$ cat config.mk
export PLATFORM = sky130hd
export DESIGN_NAME = circle_octant_step_top
export DESIGN_NICKNAME = d
export VERILOG_FILES = /design/src/sv/coct_pkg.sv /design/src/sv/coct_prep.sv /design/src/sv/coct_cell.sv /design/src/sv/coct_emit.sv /design/src/sv/circle_octant_step_top.sv
export SDC_FILE = /design/constraint.sdc
export NUM_CORES = 2
export LEC_CHECK = 0
export ABC_AREA = 0
export BUFFER_PORTS_ARGS = -buffer_cell sky130_fd_sc_hd__buf_2
export CORE_MARGIN = 2
export CORE_UTILIZATION = 43
export CTS_BUF_LIST = sky130_fd_sc_hd__clkbuf_4
export CTS_CLUSTER_SIZE = 30
export DETAILED_ROUTE_END_ITERATION = 6
export GPL_TIMING_DRIVEN = 0
export HOLD_SLACK_MARGIN = 0.02
export SLEW_MARGIN = 0
export SYNTH_ARGS = -nofsm -noshare
export SYNTH_HDL_FRONTEND = slang
export SYNTH_SLANG_ARGS = --single-unit
$ cat constraint.sdc
create_clock -name clk -period 67.9 [get_ports clk]
set_clock_uncertainty 0.1 [all_clocks]
set_input_delay 6.79 -clock clk [delete_from_list [all_inputs] [get_ports clk]]
set_output_delay 6.79 -clock clk [all_outputs]
set_load 0.02 [all_outputs]
$ cat src/sv/coct_pkg.sv
// Shared sizes, types and helpers for the circle octant step block.
// No dependencies.
`timescale 1ns / 1ps

package coct_pkg;

    localparam int RADIUS_BITS  = 12;
    localparam int COORD_BITS   = 16;
    localparam int COLOR_W      = 32;
    localparam int SQ_W         = 2 * RADIUS_BITS;
    localparam int OUT_W        = COORD_BITS + 1;
    localparam int EXT_W        = (RADIUS_BITS + 1 > OUT_W) ? RADIUS_BITS + 1 : OUT_W;
    localparam int PIX_PER_STEP = 8;
    localparam int PIX_IDX_W    = $clog2(PIX_PER_STEP);
    localparam logic [PIX_IDX_W-1:0] PIX_LAST = PIX_IDX_W'(PIX_PER_STEP - 1);

    typedef logic [RADIUS_BITS-1:0]      rad_t;
    typedef logic signed [COORD_BITS-1:0] coord_t;
    typedef logic signed [OUT_W-1:0]     pix_t;
    typedef logic [SQ_W-1:0]             sq_t;
    typedef logic [COLOR_W-1:0]          color_t;

    typedef struct packed {
        sq_t    rem;
        sq_t    root;
        sq_t    trial;
        rad_t   offset;
        coord_t cx;
        coord_t cy;
        color_t color;
        logic   fin;
    } root_work_t;

    function automatic pix_t widen(input rad_t v);
        logic [EXT_W-1:0] t;
        t = EXT_W'(v);
        return t[OUT_W-1:0];
    endfunction

endpackage

$ cat src/sv/coct_prep.sv
// Front stages: squares of radius and offset, octant bound test, root seed.
// Depends on coct_pkg.
`timescale 1ns / 1ps

module coct_prep (
    input  logic                 clk,
    input  logic                 rst_n,
    input  logic                 en,
    input  logic                 in_valid,
    input  coct_pkg::coord_t     center_x,
    input  coct_pkg::coord_t     center_y,
    input  coct_pkg::rad_t       radius,
    input  coct_pkg::rad_t       step_offset,
    input  coct_pkg::color_t     color,
    output logic                 out_valid,
    output coct_pkg::root_work_t out_data
);

    logic                 a_valid_reg;
    coct_pkg::sq_t        a_xx_reg;
    coct_pkg::sq_t        a_rr_reg;
    coct_pkg::rad_t       a_x_reg;
    coct_pkg::coord_t     a_cx_reg;
    coct_pkg::coord_t     a_cy_reg;
    coct_pkg::color_t     a_color_reg;

    logic                 b_valid_reg;
    logic                 b_valid_next;
    coct_pkg::root_work_t b_data_reg;
    coct_pkg::root_work_t b_data_next;

    logic [coct_pkg::SQ_W:0]   xx2;
    logic [coct_pkg::SQ_W:0]   nxx;
    logic [coct_pkg::SQ_W+1:0] nxx2;
    logic                      in_oct;

    always_ff @(posedge clk or negedge rst_n) begin
        if (!rst_n) begin
            a_valid_reg <= 1'b0;
            b_valid_reg <= 1'b0;
        end
        else if (en) begin
            a_valid_reg <= in_valid;
            b_valid_reg <= b_valid_next;
        end
    end

    always_ff @(posedge clk) begin
        if (en) begin
            a_xx_reg    <= coct_pkg::SQ_W'(step_offset) * coct_pkg::SQ_W'(step_offset);
            a_rr_reg    <= coct_pkg::SQ_W'(radius) * coct_pkg::SQ_W'(radius);
            a_x_reg     <= step_offset;
            a_cx_reg    <= center_x;
            a_cy_reg    <= center_y;
            a_color_reg <= color;
            b_data_reg  <= b_data_next;
        end
    end

    always_comb begin
        xx2    = {a_xx_reg, 1'b0};
        nxx    = (coct_pkg::SQ_W + 1)'(a_xx_reg)
               + (coct_pkg::SQ_W + 1)'({a_x_reg, 1'b0})
               + (coct_pkg::SQ_W + 1)'(1);
        nxx2   = {nxx, 1'b0};
        in_oct = xx2 <= {1'b0, a_rr_reg};

        b_valid_next       = a_valid_reg && in_oct;
        b_data_next.rem    = a_rr_reg - a_xx_reg;
        b_data_next.root   = '0;
        b_data_next.trial  = coct_pkg::sq_t'(1) << (coct_pkg::SQ_W - 2);
        b_data_next.offset = a_x_reg;
        b_data_next.cx     = a_cx_reg;
        b_data_next.cy     = a_cy_reg;
        b_data_next.color  = a_color_reg;
        b_data_next.fin    = nxx2 > (coct_pkg::SQ_W + 2)'(a_rr_reg);
    end

    assign out_valid = b_valid_reg;
    assign out_data  = b_data_reg;

endmodule

$ cat src/sv/coct_cell.sv
// One square root cell: settles one root bit and hands the work on.
// Depends on coct_pkg.
`timescale 1ns / 1ps

module coct_cell (
    input  logic                 clk,
    input  logic                 rst_n,
    input  logic                 en,
    input  logic                 in_valid,
    input  coct_pkg::root_work_t in_data,
    output logic                 out_valid,
    output coct_pkg::root_work_t out_data
);

    logic                      valid_reg;
    coct_pkg::root_work_t      data_reg;
    coct_pkg::root_work_t      data_next;
    logic [coct_pkg::SQ_W:0]   sum;
    logic                      take;

    always_comb begin
        sum       = (coct_pkg::SQ_W + 1)'(in_data.root) + (coct_pkg::SQ_W + 1)'(in_data.trial);
        take      = {1'b0, in_data.rem} >= sum;
        data_next = in_data;
        if (take) begin
            data_next.rem  = in_data.rem - sum[coct_pkg::SQ_W-1:0];
            data_next.root = (in_data.root >> 1) + in_data.trial;
        end
        else begin
            data_next.root = in_data.root >> 1;
        end
        data_next.trial = in_data.trial >> 2;
    end

    always_ff @(posedge clk or negedge rst_n) begin
        if (!rst_n) begin
            valid_reg <= 1'b0;
        end
        else if (en) begin
            valid_reg <= in_valid;
        end
    end

    always_ff @(posedge clk) begin
        if (en) begin
            data_reg <= data_next;
        end
    end

    assign out_valid = valid_reg;
    assign out_data  = data_reg;

endmodule

$ cat src/sv/coct_emit.sv
// Pixel emitter: holds one finished step and sends its eight mirrored pixels.
// Depends on coct_pkg.
`timescale 1ns / 1ps

module coct_emit (
    input  logic                 clk,
    input  logic                 rst_n,
    input  logic                 in_valid,
    input  coct_pkg::root_work_t in_data,
    output logic                 take,
    output logic                 out_valid,
    input  logic                 out_ready,
    output coct_pkg::pix_t       pixel_x,
    output coct_pkg::pix_t       pixel_y,
    output coct_pkg::color_t     pixel_color,
    output logic                 run_end,
    output logic                 final_step
);

    logic                             busy_reg;
    logic                             busy_next;
    logic [coct_pkg::PIX_IDX_W-1:0]   idx_reg;
    logic [coct_pkg::PIX_IDX_W-1:0]   idx_next;
    coct_pkg::rad_t                   x_reg;
    coct_pkg::rad_t                   y_reg;
    coct_pkg::coord_t                 cx_reg;
    coct_pkg::coord_t                 cy_reg;
    coct_pkg::color_t                 color_reg;
    logic                             fin_reg;

    logic           last;
    logic           swap;
    logic           neg_x;
    logic           neg_y;
    coct_pkg::pix_t dx_mag;
    coct_pkg::pix_t dy_mag;
    coct_pkg::pix_t dx;
    coct_pkg::pix_t dy;

    assign last = idx_reg == coct_pkg::PIX_LAST;
    assign take = !busy_reg || (out_ready && last);

    always_comb begin
        busy_next = busy_reg;
        idx_next  = idx_reg;
        if (in_valid && take) begin
            busy_next = 1'b1;
            idx_next  = '0;
        end
        else if (busy_reg && out_ready) begin
            busy_next = !last;
            idx_next  = idx_reg + 1'b1;
        end
    end

    always_ff @(posedge clk or negedge rst_n) begin
        if (!rst_n) begin
            busy_reg <= 1'b0;
            idx_reg  <= '0;
        end
        else begin
            busy_reg <= busy_next;
            idx_reg  <= idx_next;
        end
    end

    always_ff @(posedge clk) begin
        if (in_valid && take) begin
            x_reg     <= in_data.offset;
            y_reg     <= in_data.root[coct_pkg::RADIUS_BITS-1:0];
            cx_reg    <= in_data.cx;
            cy_reg    <= in_data.cy;
            color_reg <= in_data.color;
            fin_reg   <= in_data.fin;
        end
    end

    // order: (x,-y) (y,-x) (y,x) (x,y) (-x,y) (-y,x) (-y,-x) (-x,-y)
    always_comb begin
        swap   = idx_reg[0] ^ idx_reg[1];
        neg_x  = idx_reg[2];
        neg_y  = !(idx_reg[1] ^ idx_reg[2]);
        dx_mag = coct_pkg::widen(swap ? y_reg : x_reg);
        dy_mag = coct_pkg::widen(swap ? x_reg : y_reg);
        dx     = neg_x ? -dx_mag : dx_mag;
        dy     = neg_y ? -dy_mag : dy_mag;
    end

    assign out_valid   = busy_reg;
    assign pixel_x     = coct_pkg::pix_t'({cx_reg[coct_pkg::COORD_BITS-1], cx_reg}) + dx;
    assign pixel_y     = coct_pkg::pix_t'({cy_reg[coct_pkg::COORD_BITS-1], cy_reg}) + dy;
    assign pixel_color = color_reg;
    assign run_end     = last;
    assign final_step  = fin_reg;

endmodule

$ cat src/sv/circle_octant_step_top.sv
// Circle octant step: squares, a chain of square root cells, pixel emitter.
// Depends on coct_pkg, coct_prep, coct_cell and coct_emit.
//
// Usage:
//   Input channel (in_valid/in_ready) takes one circle step per beat: center,
//   radius, color and the octant offset x. Output channel (out_valid/out_ready)
//   gives one pixel per beat. A step inside the octant (2*x*x <= r*r) yields
//   eight mirrored pixels, the last with run_end set; final_step marks the
//   last step of the octant. A step past the bound yields no beat.
//   Path: an input beat passes two front stages, one square root cell per
//   root bit and the emitter load, which raises out_valid for its pixels.
//   Throughput: the emitter sends one pixel per cycle while out_ready is high
//   and takes the next step only with the last pixel of the current one;
//   steps that yield no pixels flow through at one per cycle unless stalled.
//   Stall: out_ready low holds the current pixel; the chain keeps filling
//   until its last cell holds a finished step, then in_ready drops.
//   Reset: clears all valid flags and the emitter; no step is in flight after.
`timescale 1ns / 1ps

module circle_octant_step_top (
    input  logic             clk,
    input  logic             rst_n,
    input  logic             in_valid,
    output logic             in_ready,
    input  coct_pkg::coord_t center_x,
    input  coct_pkg::coord_t center_y,
    input  coct_pkg::rad_t   radius,
    input  coct_pkg::rad_t   step_offset,
    input  coct_pkg::color_t color,
    output logic             out_valid,
    input  logic             out_ready,
    output coct_pkg::pix_t   pixel_x,
    output coct_pkg::pix_t   pixel_y,
    output coct_pkg::color_t pixel_color,
    output logic             run_end,
    output logic             final_step
);

    logic                                en;
    logic                                emit_take;
    logic                                seed_valid;
    coct_pkg::root_work_t                seed_data;
    logic [coct_pkg::RADIUS_BITS-1:0]    cell_valid;
    coct_pkg::root_work_t                cell_data [coct_pkg::RADIUS_BITS];

    assign en       = !cell_valid[coct_pkg::RADIUS_BITS-1] || emit_take;
    assign in_ready = en;

    coct_prep u_prep (
        .clk         (clk),
        .rst_n       (rst_n),
        .en          (en),
        .in_valid    (in_valid),
        .center_x    (center_x),
        .center_y    (center_y),
        .radius      (radius),
        .step_offset (step_offset),
        .color       (color),
        .out_valid   (seed_valid),
        .out_data    (seed_data)
    );

    for (genvar i = 0; i < coct_pkg::RADIUS_BITS; i++) begin : g_cell
        if (i == 0) begin : g_first
            coct_cell u_cell (
                .clk       (clk),
                .rst_n     (rst_n),
                .en        (en),
                .in_valid  (seed_valid),
                .in_data   (seed_data),
                .out_valid (cell_valid[i]),
                .out_data  (cell_data[i])
            );
        end
        else begin : g_next
            coct_cell u_cell (
                .clk       (clk),
                .rst_n     (rst_n),
                .en        (en),
                .in_valid  (cell_valid[i-1]),
                .in_data   (cell_data[i-1]),
                .out_valid (cell_valid[i]),
                .out_data  (cell_data[i])
            );
        end
    end

    coct_emit u_emit (
        .clk         (clk),
        .rst_n       (rst_n),
        .in_valid    (cell_valid[coct_pkg::RADIUS_BITS-1]),
        .in_data     (cell_data[coct_pkg::RADIUS_BITS-1]),
        .take        (emit_take),
        .out_valid   (out_valid),
        .out_ready   (out_ready),
        .pixel_x     (pixel_x),
        .pixel_y     (pixel_y),
        .pixel_color (pixel_color),
        .run_end     (run_end),
        .final_step  (final_step)
    );

endmodule

==> impl_results.rst <==
.. list-table::
   :header-rows: 1

   * - Metric
     - Value
   * - Number of standard-cell rows in the floorplan
     - 144
   * - Start point of the critical path
     - out_ready
   * - Number of hold violations in the final report
     - 0
   * - Number of maximum-capacitance violations
     - 0
   * - Crit end category
     - primary output
   * - Category of the worst setup path launch point
     - primary input
   * - Critical register-to-register path startpoint
     - u_emit.idx_reg[1]
   * - Async set or reset register ratio after synthesis
     - 0.0113
   * - Setup repair bufs after CTS
     - 0
   * - Maximum resistive drop on vdd
     - around 0.041 mV
   * - Vias in the first global route
     - approximately 35000
   * - Routability cong.
     - roughly 0.85
   * - Initial antenna violation count
     - 16
   * - Layout overhead on the synthesized area
     - 13.0%
   * - Share of the yosys chip area belonging to registers
     - 0.718
   * - Total power
     - 3.88 mW
   * - CP bufs+invs
     - 8
   * - Number of fill cells
     - between 10000 and 15000
   * - CTS sink count
     - 1595
   * - Number of distinct library cells after synthesis
     - 80
   * - Max-slew headroom
     - 0.381
   * - Critical-path maximum fanout
     - 70
   * - Number of synthesis warnings
     - 0
   * - Most Frequent Cell on Critical Path
     - sky130_fd_sc_hd__buf_16
   * - #FFs+latches synth
     - 1595
   * - Share of the cycle needed by the critical path after routing
     - 0.253
   * - Worst min-delay path startpoint
     - u_prep.out_data[129]
   * - Min Clock Period, post-route
     - 17.16 ns
   * - Hold-fix buffer count after cts
     - 0
   * - Number of placed instances, taps included
     - 6349
   * - Max-slew violation count
     - 0
   * - Fmax
     - 58.3 MHz
   * - Final routed wire length divided by cell count
     - 15.2 µm
   * - Detailed Route Iter0 Violations
     - 1598
   * - Share of layout cells above drive strength 1
     - 0.171
   * - Die outline width
     - 398 µm
   * - Post-route DRC violation count
     - 0
   * - Global-route wire length before repair
     - 174000 µm
   * - Synthesized instance count
     - around 4100
   * - Clk Latency, worst-skew pair
     - ~1.2 ns
   * - Flip-flop count of the largest register after layout
     - 1164
   * - Sequential cell area
     - 47800 µm²
   * - Top Ports
     - roughly 160
   * - Signal arrival time at the worst endpoint
     - 10.27 ns
   * - Number of H-tree levels
     - 5
   * - Slew of the pin with the lowest slew margin
     - approximately 0.93 ns
   * - Clock-pin slew on the worst setup and hold paths
     - roughly 0.060 ns
   * - CTS root buffer
     - sky130_fd_sc_hd__clkbuf_4
   * - Multi-input logic area
     - 16900 µm²
   * - Data required time of the critical path
     - 61.01 ns
   * - Detailed Routing Iterations Pass 1
     - 5
   * - Syn Area/Cell
     - between 15 and 20 µm²
   * - Slowest CP cell
     - sky130_fd_sc_hd__clkbuf_4
   * - Clock Path Buffers
     - 4
   * - Via density
     - approximately 4.7
   * - Number of buffers created by CTS
     - around 400
   * - Number of nets with antenna violations after detailed routing
     - 0
   * - Overflow after GRT
     - 0
   * - Net total in the final layout
     - 5283
   * - Type of the worst setup path
     - in2out
   * - Setup repair after global routing missed its margin
     - no
   * - Global Route Usage Sum
     - 0.138
   * - Worst stage delay on the critical path
     - 0.80 ns
   * - Starting density of the core
     - 0.433
   * - List of cells traversed by the critical path
     - buf_2, a21boi_0, nand2_1, clkbuf_4, buf_16, buf_16, buf_12, buf_16, buf_16, buf_2
   * - Die ar.
     - 158000 µm²
   * - Area of the core region
     - 154000 µm²
   * - Total nets after synthesis
     - 4698
   * - Pwr Density
     - 51.5 nW/µm²
   * - Final setup violation count
     - 0
   * - Leakage dissipation
     - 28.3 nW
   * - Count of flip-flops with a built-in enable after synthesis
     - about 1600
   * - Syn Std Cell Area
     - 66600 µm²
   * - Vertical extent of the die
     - 398 µm
   * - Crit-path leading delay family
     - buffers and inverters
   * - Worst min-delay path category
     - reg2reg
   * - Largest net degree at the start of global routing
     - 73
   * - Final cell count without fillers
     - 6990
   * - CTS tree
     - built
   * - Status
     - completed
   * - Detailed Place HPWL
     - 73700 µm
   * - Drt total wl
     - 106000 µm
   * - Detailed-route via count
     - 33100
   * - PortBufs
     - 160
   * - Number of gates given a new drive strength after cts
     - 0
   * - Main synth FF type
     - sky130_fd_sc_hd__edfxtp_1
-- cell families after synthesis --
logic type	after synthesis	share of synthesized area
adders and majority gates	487	0.110
other	1	0.0000563
buffers and inverters	509	0.0292
DFF	1595	0.718
and+or+nand+nor	728	0.0552
muxes	61	0.00984
xor gates and xnor gates	229	0.0301
AOI/OAI and AO/OA	509	0.0475
-- path summary, 6_finish.rpt --
| path | to | depth (start not counted) | slack, ns |
|---|---|---|---|
| setup reg to reg | g_cell[0].g_first.u_cell.out_data[21] | 12 | 62.79 |
| hold reg to reg | g_cell[0].g_first.u_cell.out_data[129] | 0 | 0.27 |
| setup / recovery | in_ready | 10 | 50.74 |
| max in group asynchronous | u_prep.a_valid_reg | 1 | 61.72 |
| min in group asynchronous | u_prep.out_valid | 1 | 5.51 |
| hold / removal | g_cell[0].g_first.u_cell.out_data[129] | 0 | 0.27 |
-- metrics by stage --
step / instance area, µm² / TNS (ns) / hold slack (ns) / worst slack, ns / utilization
floorplan: 66600 / 0 / 0.300 / 13.56 / -
global placement: 70000 / -14.24 / 0.300 / -7.12 / 0.455
detailed placement: 70700 / 0 / 0.305 / 50.66 / 0.459
CTS: 75300 / 0 / 0.259 / 50.65 / 0.489
global route: 75300 / 0 / 0.268 / 50.41 / 0.489
finish: 75300 / 0 / 0.272 / 50.74 / 0.489
-- cell usage in the layout (no fill, tap or decap), drive strengths merged, types with 10 or more instances in the layout --
cell / n
edfxtp: 1577
clkbuf: 602
inv: 462
ha: 319
buf: 200
nand2: 194
fa: 168
a21oi: 163
xnor2: 144
nor2: 144
o21ai: 135
xor2: 85
and2: 80
a21o: 63
nor3: 61
clkinv: 55
nor2b: 39
o21a: 37
nor4: 36
nand2b: 35
nand3: 34
mux2: 33
mux2i: 28
nand4: 28
or3: 18
dfrtp: 18
a211oi: 15
o21bai: 15
or2: 12
diode: 11
o211ai: 11
and3: 11
o31ai: 10
nor4b: 10
-- cell usage after synthesis, drive strengths merged, types with 18 or more instances --
library cell | count | area (µm²)
clkbuf | 36 | 135
fa | 168 | 3360
o21a | 37 | 278
edfxtp | 1577 | 47400
ha | 319 | 3990
nand3 | 34 | 170
inv | 459 | 1720
or3 | 18 | 113
xnor2 | 144 | 1260
nor3 | 61 | 305
xor2 | 85 | 744
mux2 | 33 | 375
o21ai | 135 | 676
nor2 | 144 | 548
a21oi | 163 | 816
and2 | 80 | 500
dfrtp | 18 | 450
nor4 | 36 | 225
a21o | 63 | 473
nor2b | 39 | 244
nand4 | 28 | 175
nand2 | 194 | 728
nand2b | 35 | 219
mux2i | 28 | 280
-- worst reg2reg max path: cells and delay by family (launching register included) --
kind / cells / cell delay [ns]
AO/OA/AOI/OAI: 1 / 0.21
adder cells (fa/ha/maj): 2 / 0.41
buffers and inverters: 8 / 3.22
flip-flops: 1 / 0.50
AND/OR/NAND/NOR: 1 / 0.31
-- power by group --
part / switching (mW) / internal (mW)
registers: 0.132 / 1.66
logic: 0.826 / 0.520
clock network: 0.342 / 0.392
-- cell type report --
cell class	instances	share of cell area
Tap cell	2044	0.0340
Buffer	50	0.00296
Antenna cell	11	0.000366
Timing Repair Buffer	186	0.0196
Inverter	459	0.0229
Clock inverter	64	0.00480
Multi-Input combinational cell	2015	0.224
Clock buffer	566	0.0564
Sequential cell	1595	0.635
-- routing by layer --
layer	vias to the layer above	GRT usage	routed length [µm]
met2	673	0.238	54100
met3	238	0.0287	4150
met4	0	0.0603	2840
met5	-	0	0
li1	16400	-	-
met1	15800	0.168	44900
Power figures use the tool's default switching activity.
